## src/rtl/bmpf_pkg.sv

```systemverilog
// Package: constants, types and elaboration-time threshold table for the bar meter.
`timescale 1ns / 1ps
`default_nettype none

package bmpf_pkg;

  localparam int COLUMNS     = 64;
  localparam int ROWS        = 32;
  localparam int FADE_LEVELS = 32;

  localparam int COL_W   = 6;
  localparam int LEVEL_W = 17;
  localparam int ROW_W   = 6;
  localparam int SHADE_W = 5;
  localparam int INT_W   = 6;
  localparam int FRAC_W  = 8;
  localparam int POS_W   = 14;
  localparam int STEP_W  = 14;

  localparam int COL_AW = (COLUMNS > 1) ? $clog2(COLUMNS) : 1;

  localparam logic [STEP_W-1:0] FALL_STEP_RESET = STEP_W'(683);
  localparam logic [ROW_W-1:0]  ROWS_V          = ROW_W'(ROWS);
  localparam logic [INT_W-1:0]  FADE_LEVELS_V   = INT_W'(FADE_LEVELS);
  localparam logic [POS_W:0]    POS_CAP         = (POS_W + 1)'(ROWS * (1 << FRAC_W));

  // Stored state of one column.
  typedef struct packed {
    logic [POS_W-1:0] fall_position;
    logic [ROW_W-1:0] marker_row;
    logic [INT_W-1:0] marker_intensity;
  } col_state_t;

  localparam col_state_t COL_STATE_RESET = '{
    fall_position:    '0,
    marker_row:       ROWS_V,
    marker_intensity: '0
  };

  typedef struct packed {
    logic load;   // capture the accepted input beat
    logic cmp;    // threshold compare and state read
    logic calc;   // update state and load the result register
  } bmpf_cmd_t;

  typedef struct packed {
    logic out_stall;  // result register holds a beat that is not yet taken
  } bmpf_status_t;

  // log2(n) with 16 fraction bits; fraction by repeated squaring of the mantissa.
  function automatic logic [31:0] log2_q16(input int unsigned n);
    int unsigned k;
    logic [63:0] m;
    logic [31:0] frac;
    k = 0;
    frac = '0;
    if (n == 0) begin
      return 32'd0;
    end
    for (int i = 0; i < 31; i++) begin
      if ((n >> (k + 1)) != 0) begin
        k = k + 1;
      end
    end
    m = (64'(n) << 30) >> k;
    for (int i = 0; i < 16; i++) begin
      m = (m * m) >> 30;
      frac = frac << 1;
      if (m >= (64'd1 << 31)) begin
        m = m >> 1;
        frac = frac | 32'd1;
      end
    end
    return (32'(k) << 16) | frac;
  endfunction

  localparam logic [31:0] LOG_DEN_RAW = log2_q16(ROWS + 2);
  localparam logic [63:0] LOG_DEN     = (LOG_DEN_RAW == 0) ? 64'd1 : 64'(LOG_DEN_RAW);

  // Threshold for z blank rows; a level at or above it fills the bar to that row.
  function automatic logic [LEVEL_W-1:0] thr_value(input int unsigned z);
    logic [63:0] q;
    q = (64'(log2_q16(z + 1)) << 16) / LOG_DEN;
    if (q >= 64'd65536) begin
      return '0;
    end
    return LEVEL_W'(64'd65536 - q);
  endfunction

endpackage

`default_nettype wire

```

## src/rtl/bmpf_if.sv

```systemverilog
// Stream interfaces for the level input and the result output.
`timescale 1ns / 1ps
`default_nettype none

interface bmpf_in_if;
  import bmpf_pkg::*;
  logic               valid;
  logic               ready;
  logic [COL_W-1:0]   column;
  logic [LEVEL_W-1:0] level;
  modport source (output valid, output column, output level, input ready);
  modport sink   (input valid, input column, input level, output ready);
endinterface

interface bmpf_out_if;
  import bmpf_pkg::*;
  logic               valid;
  logic               ready;
  logic [ROW_W-1:0]   bar_row;
  logic [ROW_W-1:0]   peak_row;
  logic               fade_visible;
  logic [ROW_W-1:0]   fade_row;
  logic [SHADE_W-1:0] fade_level;
  modport source (output valid, output bar_row, output peak_row, output fade_visible,
                  output fade_row, output fade_level, input ready);
  modport sink   (input valid, input bar_row, input peak_row, input fade_visible,
                  input fade_row, input fade_level, output ready);
endinterface

`default_nettype wire

```

## src/rtl/bmpf_ram.sv

```systemverilog
// Generic single-port-write, single-port-read RAM with registered read data.
`timescale 1ns / 1ps
`default_nettype none

module bmpf_ram #(
  parameter int WIDTH = 8,
  parameter int DEPTH = 16
) (
  input  wire logic                                         clk,
  input  wire logic                                         wr_en,
  input  wire logic [((DEPTH > 1) ? $clog2(DEPTH) : 1)-1:0] wr_addr,
  input  wire logic [WIDTH-1:0]                             wr_data,
  input  wire logic                                         rd_en,
  input  wire logic [((DEPTH > 1) ? $clog2(DEPTH) : 1)-1:0] rd_addr,
  output logic      [WIDTH-1:0]                             rd_data
);

  logic [WIDTH-1:0] mem_r [DEPTH];

  always_ff @(posedge clk) begin
    if (wr_en) begin
      mem_r[wr_addr] <= wr_data;
    end
    if (rd_en) begin
      rd_data <= mem_r[rd_addr];
    end
  end

endmodule

`default_nettype wire

```

## src/rtl/bmpf_ctrl.sv

```systemverilog
// Controller state machine: sequences accept, compare/read and update for one beat.
`timescale 1ns / 1ps
`default_nettype none

module bmpf_ctrl import bmpf_pkg::*; (
  input  wire logic         clk,
  input  wire logic         rst_n,
  input  wire logic         in_valid,
  output logic              in_ready,
  input  wire bmpf_status_t status,
  output bmpf_cmd_t         cmd
);

  typedef enum logic [2:0] {
    S_IDLE = 3'b001,
    S_CMP  = 3'b010,
    S_CALC = 3'b100
  } state_t;

  state_t state_r, state_nxt;

  always_ff @(posedge clk) begin
    if (!rst_n) begin
      state_r <= S_IDLE;
    end else begin
      state_r <= state_nxt;
    end
  end

  always_comb begin
    state_nxt = state_r;
    cmd       = '0;
    in_ready  = 1'b0;
    case (state_r)
      S_IDLE: begin
        in_ready = 1'b1;
        if (in_valid) begin
          cmd.load  = 1'b1;
          state_nxt = S_CMP;
        end
      end
      S_CMP: begin
        cmd.cmp   = 1'b1;
        state_nxt = S_CALC;
      end
      S_CALC: begin
        // Wait here while the previous result still sits in the output register.
        if (!status.out_stall) begin
          cmd.calc  = 1'b1;
          state_nxt = S_IDLE;
        end
      end
      default: begin
        state_nxt = S_IDLE;
      end
    endcase
  end

endmodule

`default_nettype wire

```

## src/rtl/bmpf_datapath.sv

```systemverilog
// Datapath: quantizer, per-column state RAM, fall and fade update, result register.
`timescale 1ns / 1ps
`default_nettype none

module bmpf_datapath import bmpf_pkg::*; (
  input  wire logic               clk,
  input  wire logic               rst_n,
  input  wire bmpf_cmd_t          cmd,
  output bmpf_status_t            status,
  input  wire logic               cfg_we,
  input  wire logic [STEP_W-1:0]  cfg_wdata,
  input  wire logic [COL_W-1:0]   in_column,
  input  wire logic [LEVEL_W-1:0] in_level,
  input  wire logic               out_ready,
  output logic                    out_valid,
  output logic [ROW_W-1:0]        out_bar_row,
  output logic [ROW_W-1:0]        out_peak_row,
  output logic                    out_fade_visible,
  output logic [ROW_W-1:0]        out_fade_row,
  output logic [SHADE_W-1:0]      out_fade_level
);

  logic [STEP_W-1:0]  fall_step_r;
  logic [COL_W-1:0]   col_r;
  logic [LEVEL_W-1:0] level_r;
  logic [ROWS-1:0]    hit_r;
  logic [COLUMNS-1:0] seen_r;
  logic               entry_valid_r;
  logic               out_valid_r;
  logic [ROW_W-1:0]   bar_row_r, peak_row_r, fade_row_r;
  logic               fade_visible_r;
  logic [SHADE_W-1:0] fade_level_r;

  logic [ROWS-1:0]    hit_nxt;
  logic [COL_AW-1:0]  addr;
  logic               in_range;
  logic [$bits(col_state_t)-1:0] rd_data;
  col_state_t         cur, upd;
  logic [ROW_W-1:0]   y_q, y_fin;
  logic [POS_W-1:0]   y_pos, pos_new;
  logic [POS_W:0]     pos_sum;
  logic [ROW_W-1:0]   mrow;
  logic [INT_W-1:0]   mint;
  logic               vis;
  logic [ROW_W-1:0]   frow;
  logic [SHADE_W-1:0] flev;

  assign addr     = COL_AW'(col_r);
  assign in_range = (32'(col_r) < 32'(COLUMNS));

  // A level below threshold z means at least z+1 blank rows; hits form a prefix.
  for (genvar g = 0; g < ROWS; g++) begin : g_thr
    localparam logic [LEVEL_W-1:0] THR = thr_value(g);
    assign hit_nxt[g] = (level_r < THR);
  end

  bmpf_ram #(
    .WIDTH ($bits(col_state_t)),
    .DEPTH (COLUMNS)
  ) u_state_ram (
    .clk     (clk),
    .wr_en   (cmd.calc && in_range),
    .wr_addr (addr),
    .wr_data (upd),
    .rd_en   (cmd.cmp),
    .rd_addr (addr),
    .rd_data (rd_data)
  );

  always_comb begin
    cur   = entry_valid_r ? col_state_t'(rd_data) : COL_STATE_RESET;
    y_q   = ROW_W'($countones(hit_r));
    y_pos = POS_W'({y_q, {FRAC_W{1'b0}}});

    pos_sum = {1'b0, cur.fall_position} + {1'b0, fall_step_r};
    if (y_pos > cur.fall_position) begin
      pos_new = (pos_sum > POS_CAP) ? POS_CAP[POS_W-1:0] : pos_sum[POS_W-1:0];
      y_fin   = ROW_W'(pos_new[POS_W-1:FRAC_W]);
    end else begin
      pos_new = y_pos;
      y_fin   = y_q;
    end

    mrow = cur.marker_row;
    mint = cur.marker_intensity;
    if (y_fin <= mrow) begin
      mrow = y_fin;
      mint = FADE_LEVELS_V;
    end
    vis  = 1'b0;
    frow = ROWS_V;
    flev = '0;
    if (mint != '0) begin
      mint = mint - INT_W'(1);
      if (mrow < ROWS_V) begin
        vis  = 1'b1;
        frow = mrow;
        flev = mint[SHADE_W-1:0];
      end
    end
    if (mint == '0) begin
      mrow = ROWS_V;
    end

    upd.fall_position    = pos_new;
    upd.marker_row       = mrow;
    upd.marker_intensity = mint;
  end

  always_ff @(posedge clk) begin
    if (!rst_n) begin
      fall_step_r <= FALL_STEP_RESET;
      seen_r      <= '0;
      out_valid_r <= 1'b0;
    end else begin
      if (cfg_we) begin
        fall_step_r <= cfg_wdata;
      end
      if (cmd.calc && in_range) begin
        seen_r[addr] <= 1'b1;
      end
      if (cmd.calc) begin
        out_valid_r <= 1'b1;
      end else if (out_ready) begin
        out_valid_r <= 1'b0;
      end
    end
  end

  always_ff @(posedge clk) begin
    if (cmd.load) begin
      col_r   <= in_column;
      level_r <= in_level;
    end
    if (cmd.cmp) begin
      hit_r         <= hit_nxt;
      entry_valid_r <= in_range && seen_r[addr];
    end
    if (cmd.calc) begin
      if (in_range) begin
        bar_row_r      <= y_fin;
        peak_row_r     <= ROW_W'(pos_new[POS_W-1:FRAC_W]);
        fade_visible_r <= vis;
        fade_row_r     <= frow;
        fade_level_r   <= flev;
      end else begin
        bar_row_r      <= ROWS_V;
        peak_row_r     <= ROWS_V;
        fade_visible_r <= 1'b0;
        fade_row_r     <= ROWS_V;
        fade_level_r   <= '0;
      end
    end
  end

  assign status.out_stall = out_valid_r && !out_ready;
  assign out_valid        = out_valid_r;
  assign out_bar_row      = bar_row_r;
  assign out_peak_row     = peak_row_r;
  assign out_fade_visible = fade_visible_r;
  assign out_fade_row     = fade_row_r;
  assign out_fade_level   = fade_level_r;

endmodule

`default_nettype wire

```

## src/rtl/bar_meter_peak_fall_fade_unit.sv

```systemverilog
// Top level of the spectrum bar meter with falling peak and fading marker.
// Each input beat carries a column number and its level; each produces one result
// beat with the bar row, peak row and fade marker. The block works on one beat at a
// time: a beat passes through three steps in order (capture at the accepting edge,
// threshold compare with state RAM read, update with state RAM write and load of the
// result register), and out_valid is registered and rises with that load. No new
// beat is taken before the last one is through, because of the read-modify-write of
// the per-column state RAM. A new beat is accepted while a finished result waits in
// the output register; the update stalls only if that register is still full and not
// being taken. Column state comes out of reset at once through per-column valid bits,
// with no clearing pass. fall_step is to be written through cfg_we/cfg_wdata only
// while the block is idle; the block itself does not enforce this.
`timescale 1ns / 1ps
`default_nettype none

module bar_meter_peak_fall_fade_unit import bmpf_pkg::*; (
  input  wire logic              clk,
  input  wire logic              rst_n,
  input  wire logic              cfg_we,
  input  wire logic [STEP_W-1:0] cfg_wdata,
  bmpf_in_if.sink                in_ch,
  bmpf_out_if.source             out_ch
);

  bmpf_cmd_t    cmd;
  bmpf_status_t status;

  bmpf_ctrl u_ctrl (
    .clk      (clk),
    .rst_n    (rst_n),
    .in_valid (in_ch.valid),
    .in_ready (in_ch.ready),
    .status   (status),
    .cmd      (cmd)
  );

  bmpf_datapath u_dp (
    .clk              (clk),
    .rst_n            (rst_n),
    .cmd              (cmd),
    .status           (status),
    .cfg_we           (cfg_we),
    .cfg_wdata        (cfg_wdata),
    .in_column        (in_ch.column),
    .in_level         (in_ch.level),
    .out_ready        (out_ch.ready),
    .out_valid        (out_ch.valid),
    .out_bar_row      (out_ch.bar_row),
    .out_peak_row     (out_ch.peak_row),
    .out_fade_visible (out_ch.fade_visible),
    .out_fade_row     (out_ch.fade_row),
    .out_fade_level   (out_ch.fade_level)
  );

endmodule

`default_nettype wire

```

## src/flat_wrapper.sv

```systemverilog
// flat-port wrapper written by rule: the top's interface ports become plain ports
module bar_meter_peak_fall_fade_unit_flat import bmpf_pkg::*;
  (clk, rst_n, cfg_we, cfg_wdata, in_ch_valid, in_ch_column, in_ch_level, in_ch_ready, out_ch_valid, out_ch_bar_row, out_ch_peak_row, out_ch_fade_visible, out_ch_fade_row, out_ch_fade_level, out_ch_ready);
  bmpf_in_if in_ch_i ();
  bmpf_out_if out_ch_i ();
  input  wire logic clk;
  input  wire logic rst_n;
  input  wire logic cfg_we;
  input  wire logic [STEP_W-1:0] cfg_wdata;
  input wire logic [$bits(in_ch_i.valid)-1:0] in_ch_valid;
  input wire logic [$bits(in_ch_i.column)-1:0] in_ch_column;
  input wire logic [$bits(in_ch_i.level)-1:0] in_ch_level;
  output wire logic [$bits(in_ch_i.ready)-1:0] in_ch_ready;
  output wire logic [$bits(out_ch_i.valid)-1:0] out_ch_valid;
  output wire logic [$bits(out_ch_i.bar_row)-1:0] out_ch_bar_row;
  output wire logic [$bits(out_ch_i.peak_row)-1:0] out_ch_peak_row;
  output wire logic [$bits(out_ch_i.fade_visible)-1:0] out_ch_fade_visible;
  output wire logic [$bits(out_ch_i.fade_row)-1:0] out_ch_fade_row;
  output wire logic [$bits(out_ch_i.fade_level)-1:0] out_ch_fade_level;
  input wire logic [$bits(out_ch_i.ready)-1:0] out_ch_ready;
  assign in_ch_i.valid = in_ch_valid;
  assign in_ch_i.column = in_ch_column;
  assign in_ch_i.level = in_ch_level;
  assign in_ch_ready = in_ch_i.ready;
  assign out_ch_valid = out_ch_i.valid;
  assign out_ch_bar_row = out_ch_i.bar_row;
  assign out_ch_peak_row = out_ch_i.peak_row;
  assign out_ch_fade_visible = out_ch_i.fade_visible;
  assign out_ch_fade_row = out_ch_i.fade_row;
  assign out_ch_fade_level = out_ch_i.fade_level;
  assign out_ch_i.ready = out_ch_ready;
  bar_meter_peak_fall_fade_unit u_core (.clk(clk), .rst_n(rst_n), .cfg_we(cfg_we), .cfg_wdata(cfg_wdata), .in_ch(in_ch_i), .out_ch(out_ch_i));
endmodule
```

## config.mk

```make
export PLATFORM = sky130hd
export DESIGN_NAME = bar_meter_peak_fall_fade_unit_flat
export DESIGN_NICKNAME = d
export VERILOG_FILES = /design/src/rtl/bmpf_pkg.sv /design/src/rtl/bmpf_if.sv /design/src/rtl/bmpf_ram.sv /design/src/rtl/bmpf_ctrl.sv /design/src/rtl/bmpf_datapath.sv /design/src/rtl/bar_meter_peak_fall_fade_unit.sv /design/src/flat_wrapper.sv
export SDC_FILE = /design/constraint.sdc
export NUM_CORES = 2
export LEC_CHECK = 0
export ABC_AREA = 1
export BUFFER_PORTS_ARGS = -buffer_cell sky130_fd_sc_hd__buf_2
export CORE_ASPECT_RATIO = 1.75
export CORE_MARGIN = 2
export CORE_UTILIZATION = 30
export CTS_CLUSTER_DIAMETER = 80
export DETAILED_ROUTE_END_ITERATION = 8
export HOLD_SLACK_MARGIN = 0.1
export SLEW_MARGIN = 20
export SYNTH_ARGS = -nofsm -noshare
export SYNTH_HDL_FRONTEND = slang
export SYNTH_SLANG_ARGS = --single-unit
```

## constraint.sdc

```tcl
create_clock -name clk -period 11.55 [get_ports clk]
set_input_delay 1.7325 -clock clk [delete_from_list [all_inputs] [get_ports clk]]
set_output_delay 1.7325 -clock clk [all_outputs]
set_load 0.05 [all_outputs]
```

==> tab_implementation.tex <==
\begin{tabular}{lr}
\hline
Metric & Value \\
\hline
\multicolumn{2}{l}{\textbf{Synth}} \\
Number of flip-flops and latches in the synthesized netlist & 1846 \\
Gate count after technology mapping & 4957 \\
Netlist cell types & 54 \\
Fraction of the yosys area taken by sequential cells & 77.2\% \\
Count of warnings emitted by yosys & 0 \\
Ys flop type & sky130\_fd\_sc\_hd\_\_edfxtp\_1 \\
Total nets after synthesis & 5059 \\
Number of enable-type register cells in the synthesized netlist & 1764 \\
Mean instance size in the synthesized netlist & 14.3 um2 \\
Post-synthesis instance area & 0.0708 mm2 \\
Share of async-settable or async-resettable flops after synthesis & 0\% \\
\multicolumn{2}{l}{\textbf{CTS}} \\
Worst-Skew Late Latency & 820 ps \\
Post-cts sizing count & 0 \\
Clock root buffer master & sky130\_fd\_sc\_hd\_\_clkbuf\_16 \\
Clock Sink Count & 1846 \\
Number of buffers created by CTS & 158 \\
Maximum clock path buffer count & 4 \\
Hold buffer count at CTS & 0 \\
Clock-pin slew of the registers on the worst-case setup and hold paths & 70 ps \\
Post-CTS Setup Bufs & 0 \\
CTS tree & yes \\
H-tree levels & 4 \\
\multicolumn{2}{l}{\textbf{Drt}} \\
Detailed Routing Iterations Pass 1 & 8 \\
Post-route ant nets & 0 \\
First-iteration detailed-routing DRC count & 5141 \\
Routed via count & 44104 \\
Drt total wl & 231 mm \\
DRC errors left & 0 \\
Via density & 5.31 \\
Detailed-route wire length per cell & 27.8 um \\
\multicolumn{2}{l}{\textbf{Run}} \\
Reported max-cap violation count & 0 \\
\multicolumn{2}{l}{\textbf{Worst hold path}} \\
HP Start & u\_core.u\_dp.seen\_r[3]\$\_SDFFE\_PN0P\_ \\
Endpoint of the worst hold-timing path & u\_core.u\_dp.seen\_r[3]\$\_SDFFE\_PN0P\_ \\
Worst hold-check path type & register to register \\
Worst Hold Path Cells & 2 \\
\multicolumn{2}{l}{\textbf{Layout}} \\
Post-layout net count & 5193 \\
Filler instances & 22348 \\
Area growth syn-to-layout & 13.8\% \\
Fraction of final layout cells sized beyond drive strength 1 & 10.8\% \\
Sequential cell area & 0.0546 mm2 \\
Post-route non-filler standard cell count & 8307 \\
Multi-input combinational cell area & 0.0146 mm2 \\
Design area & 0.0806 mm2 \\
\multicolumn{2}{l}{\textbf{Setup path}} \\
Required @ worst endpoint & 12100 ps \\
Data arrival at the endpoint of the critical path & 10610 ps \\
Path type of the worst setup path & register to register \\
Crit-path leading delay family & adder cells \\
Maximum cell stage delay along the critical path & 690 ps \\
Crit path buffers/inverters & 10 \\
Capture point of the worst reg-to-reg path & u\_core.u\_dp.u\_state\_ram.mem\_r[57][11]\$\_DFFE\_PP\_ \\
Origin of the critical flop-to-flop path & u\_core.u\_dp.hit\_r[0]\$\_DFFE\_PP\_ \\
Crit path capture type & register \\
Maximum net fanout on the critical path & 33 \\
Cell with the largest stage delay on the worst path & sky130\_fd\_sc\_hd\_\_or2\_2 \\
Depth of the worst register-to-register path & 41 \\
Startpoint Class & register \\
Worst reg2reg setup slack & 1490 ps \\
\multicolumn{2}{l}{\textbf{Floorplanning}} \\
Number of primary I/O pins & 68 \\
Number of standard-cell rows in the floorplan & 235 \\
Floorplan die area & 0.240 mm2 \\
CORE AREA & 0.234 mm2 \\
Starting utilization of the core area & 30.2\% \\
Die X & 371 um \\
Die height & 647 um \\
\multicolumn{2}{l}{\textbf{Power and ir drop}} \\
Power per standard cell area & 278 mW/mm2 \\
Total Power Consumption & 22400 uW \\
LEAKAGE & 0.0267 uW \\
Peak VDD IR & 556 uV \\
\multicolumn{2}{l}{\textbf{Global route}} \\
Initial antenna violation count & 17 \\
All-layer global routing usage & 18.8\% \\
Global-route wire length before repair & 322 mm \\
Gr ovfl total & 0 \\
Maximum number of pins on one net before global-route repair & 85 \\
Number of global-route vias before repair & 43370 \\
\multicolumn{2}{l}{\textbf{Timing}} \\
Worst Tran Pin Value & 1260 ps \\
Period minus WS final & 10060 ps \\
Final setup skew & 54.9 ps \\
Max-Slew Margin vs Limit & 15.6\% \\
Hold Worst Slack & 471 ps \\
Setup repair after global routing missed its margin & false \\
Sum of negative setup slack & 0 ps \\
Part of the cycle the worst path needs & 87.1\% \\
Number of endpoints with negative hold slack in the final report & 0 \\
Final number of setup-violating endpoints & 0 \\
Max Clk Rate & 0.0994 GHz \\
Total count of max-transition violations in the final report & 0 \\
\multicolumn{2}{l}{\textbf{Placement}} \\
Placed wire-length estimate after detailed placement & 137 mm \\
Number of cells after detailed placement & 8010 \\
Placer Congestion & 0.863 \\
Total cell area at the placement stage & 0.0755 mm2 \\
Number of buffer cells added on primary ports & 67 \\
\multicolumn{2}{l}{\textbf{Status}} \\
Result of the run & completed \\
\hline
\end{tabular}
## cells by family (layout without fill, tap and decap cells)
group,count (synthesis),after routing,synth area share [%]
flops,1846,1846,77.2
other cells,0,18,0
xor+xnor,5,5,0.0619
compound gates,739,739,7.73
buf+inv,491,742,2.87
simple gates,1816,1816,10.8
fa+ha+maj,60,60,1.33
## stage by stage
stage                     utilization [%]  setup slack (ps)
after floorplan                         -              1130
after global placement               32.2              1650
after detailed placement             32.2              1630
after CTS                            34.3              1540
after global routing                 34.4               846
final                                34.4              1490
## layout by cell type (no fill, tap or decap), types with 76 or more instances in the layout
cell                        instances
sky130_fd_sc_hd__nand4_1          216
sky130_fd_sc_hd__nor2_1           230
sky130_fd_sc_hd__a221oi_1         179
sky130_fd_sc_hd__a21oi_1           76
sky130_fd_sc_hd__nand3_1          101
sky130_fd_sc_hd__dfxtp_1           82
sky130_fd_sc_hd__a22o_1            83
sky130_fd_sc_hd__nand2_1         1131
sky130_fd_sc_hd__clkbuf_16        160
sky130_fd_sc_hd__inv_1            233
sky130_fd_sc_hd__buf_4            138
sky130_fd_sc_hd__edfxtp_1        1764
sky130_fd_sc_hd__a22oi_1          246
sky130_fd_sc_hd__o21ai_0           89
## sequential cells by signal (all words and copies together) (netlist names)
name / count
u_core.u_dp.level_r: 17
u_core.u_dp.seen_r: 64
u_core.u_dp.u_state_ram.mem_r: 1664
u_core.u_dp.out_valid: 1
u_core.u_dp.fall_step_r: 14
u_core.u_dp.out_fade_row: 6
u_core.u_dp.entry_valid_r: 1
u_core.u_dp.addr: 6
u_core.u_dp.out_fade_level: 5
u_core.u_dp.u_state_ram.rd_data: 26
u_core.u_dp.out_fade_visible: 1
u_core.u_dp.hit_r: 32
u_core.u_ctrl.state_r: 3
u_core.u_dp.out_bar_row: 6
## final cells by class
type | count | area share (%)
sequential | 1846 | 67.8
clock inverter | 86 | 0.986
timing repair buffer | 211 | 1.88
multi-input combinational | 2620 | 18.1
inverter | 254 | 1.25
antenna | 18 | 0.0559
tap | 3081 | 4.79
clock buffer | 191 | 5.19
## per-layer routing
layer	part of all wire, %	vias up	global-route usage (%)
li1	-	18788	-
met1	34	22492	20.9
met2	51	2324	33.4
met3	7.2	492	1.92
met4	7.8	8	13.1
met5	0.022	-	0
## cell usage after synthesis (5+ instances only)
| library cell | number | share of area, % |
|---|---|---|
| sky130_fd_sc_hd__a21oi_1 | 80 | 0.57 |
| sky130_fd_sc_hd__a221oi_1 | 179 | 2.2 |
| sky130_fd_sc_hd__a22o_1 | 83 | 1.0 |
| sky130_fd_sc_hd__a22oi_1 | 246 | 2.6 |
| sky130_fd_sc_hd__a31oi_1 | 9 | 0.080 |
| sky130_fd_sc_hd__and3_1 | 5 | 0.044 |
| sky130_fd_sc_hd__buf_1 | 34 | 0.18 |
| sky130_fd_sc_hd__buf_2 | 109 | 0.77 |
| sky130_fd_sc_hd__buf_4 | 8 | 0.085 |
| sky130_fd_sc_hd__clkbuf_1 | 83 | 0.44 |
| sky130_fd_sc_hd__dfxtp_1 | 82 | 2.3 |
| sky130_fd_sc_hd__edfxtp_1 | 1764 | 75 |
| sky130_fd_sc_hd__fa_1 | 25 | 0.71 |
| sky130_fd_sc_hd__ha_1 | 35 | 0.62 |
| sky130_fd_sc_hd__inv_1 | 243 | 1.3 |
| sky130_fd_sc_hd__inv_2 | 10 | 0.053 |
| sky130_fd_sc_hd__nand2_1 | 1136 | 6.0 |
| sky130_fd_sc_hd__nand3_1 | 102 | 0.72 |
| sky130_fd_sc_hd__nand3_2 | 6 | 0.085 |
| sky130_fd_sc_hd__nand4_1 | 216 | 1.9 |
| sky130_fd_sc_hd__nor2_1 | 306 | 1.6 |
| sky130_fd_sc_hd__nor3_1 | 12 | 0.085 |
| sky130_fd_sc_hd__nor3_2 | 8 | 0.11 |
| sky130_fd_sc_hd__o21ai_0 | 90 | 0.64 |
| sky130_fd_sc_hd__o2bb2ai_1 | 13 | 0.16 |
| sky130_fd_sc_hd__o31ai_1 | 6 | 0.064 |
| sky130_fd_sc_hd__or2_1 | 10 | 0.088 |
## worst register-to-register path, delay by kind of cell (launching register included)
kind	cells	cell delay [ps]
AO/OA/AOI/OAI	4	610
XOR/XNOR	1	170
adder cells (fa/ha/maj)	11	4280
buffers and inverters	10	1120
flip-flops	1	330
AND/OR/NAND/NOR	15	3270
## worst max path at each step
stage	startpoint	to	slack [ps]	cells after the start
2_1_floorplan	u_core.u_dp.hit_r[0]$_DFFE_PP_	u_core.u_dp.u_state_ram.mem_r[0][6]$_DFFE_PP_	1130	41
3_3_place_gp	u_core.u_dp.hit_r[0]$_DFFE_PP_	u_core.u_dp.u_state_ram.mem_r[35][11]$_DFFE_PP_	1650	41
3_5_place_dp	u_core.u_dp.hit_r[0]$_DFFE_PP_	u_core.u_dp.u_state_ram.mem_r[58][11]$_DFFE_PP_	1630	41
4_1_cts	u_core.u_dp.hit_r[0]$_DFFE_PP_	u_core.u_dp.u_state_ram.mem_r[57][11]$_DFFE_PP_	1540	41
5_1_grt	u_core.u_dp.hit_r[0]$_DFFE_PP_	u_core.u_dp.u_state_ram.mem_r[57][11]$_DFFE_PP_	850	41
6_report	u_core.u_dp.hit_r[0]$_DFFE_PP_	u_core.u_dp.u_state_ram.mem_r[57][11]$_DFFE_PP_	1490	41
## power breakdown
| part | switching, uW | internal (uW) |
|---|---|---|
| Clock | 2410 | 2880 |
| Sequential | 23.1 | 11300 |
| Combinational | 5080 | 681 |
| Total | 7510 | 14900 |
(Power assumes the default switching activity.)
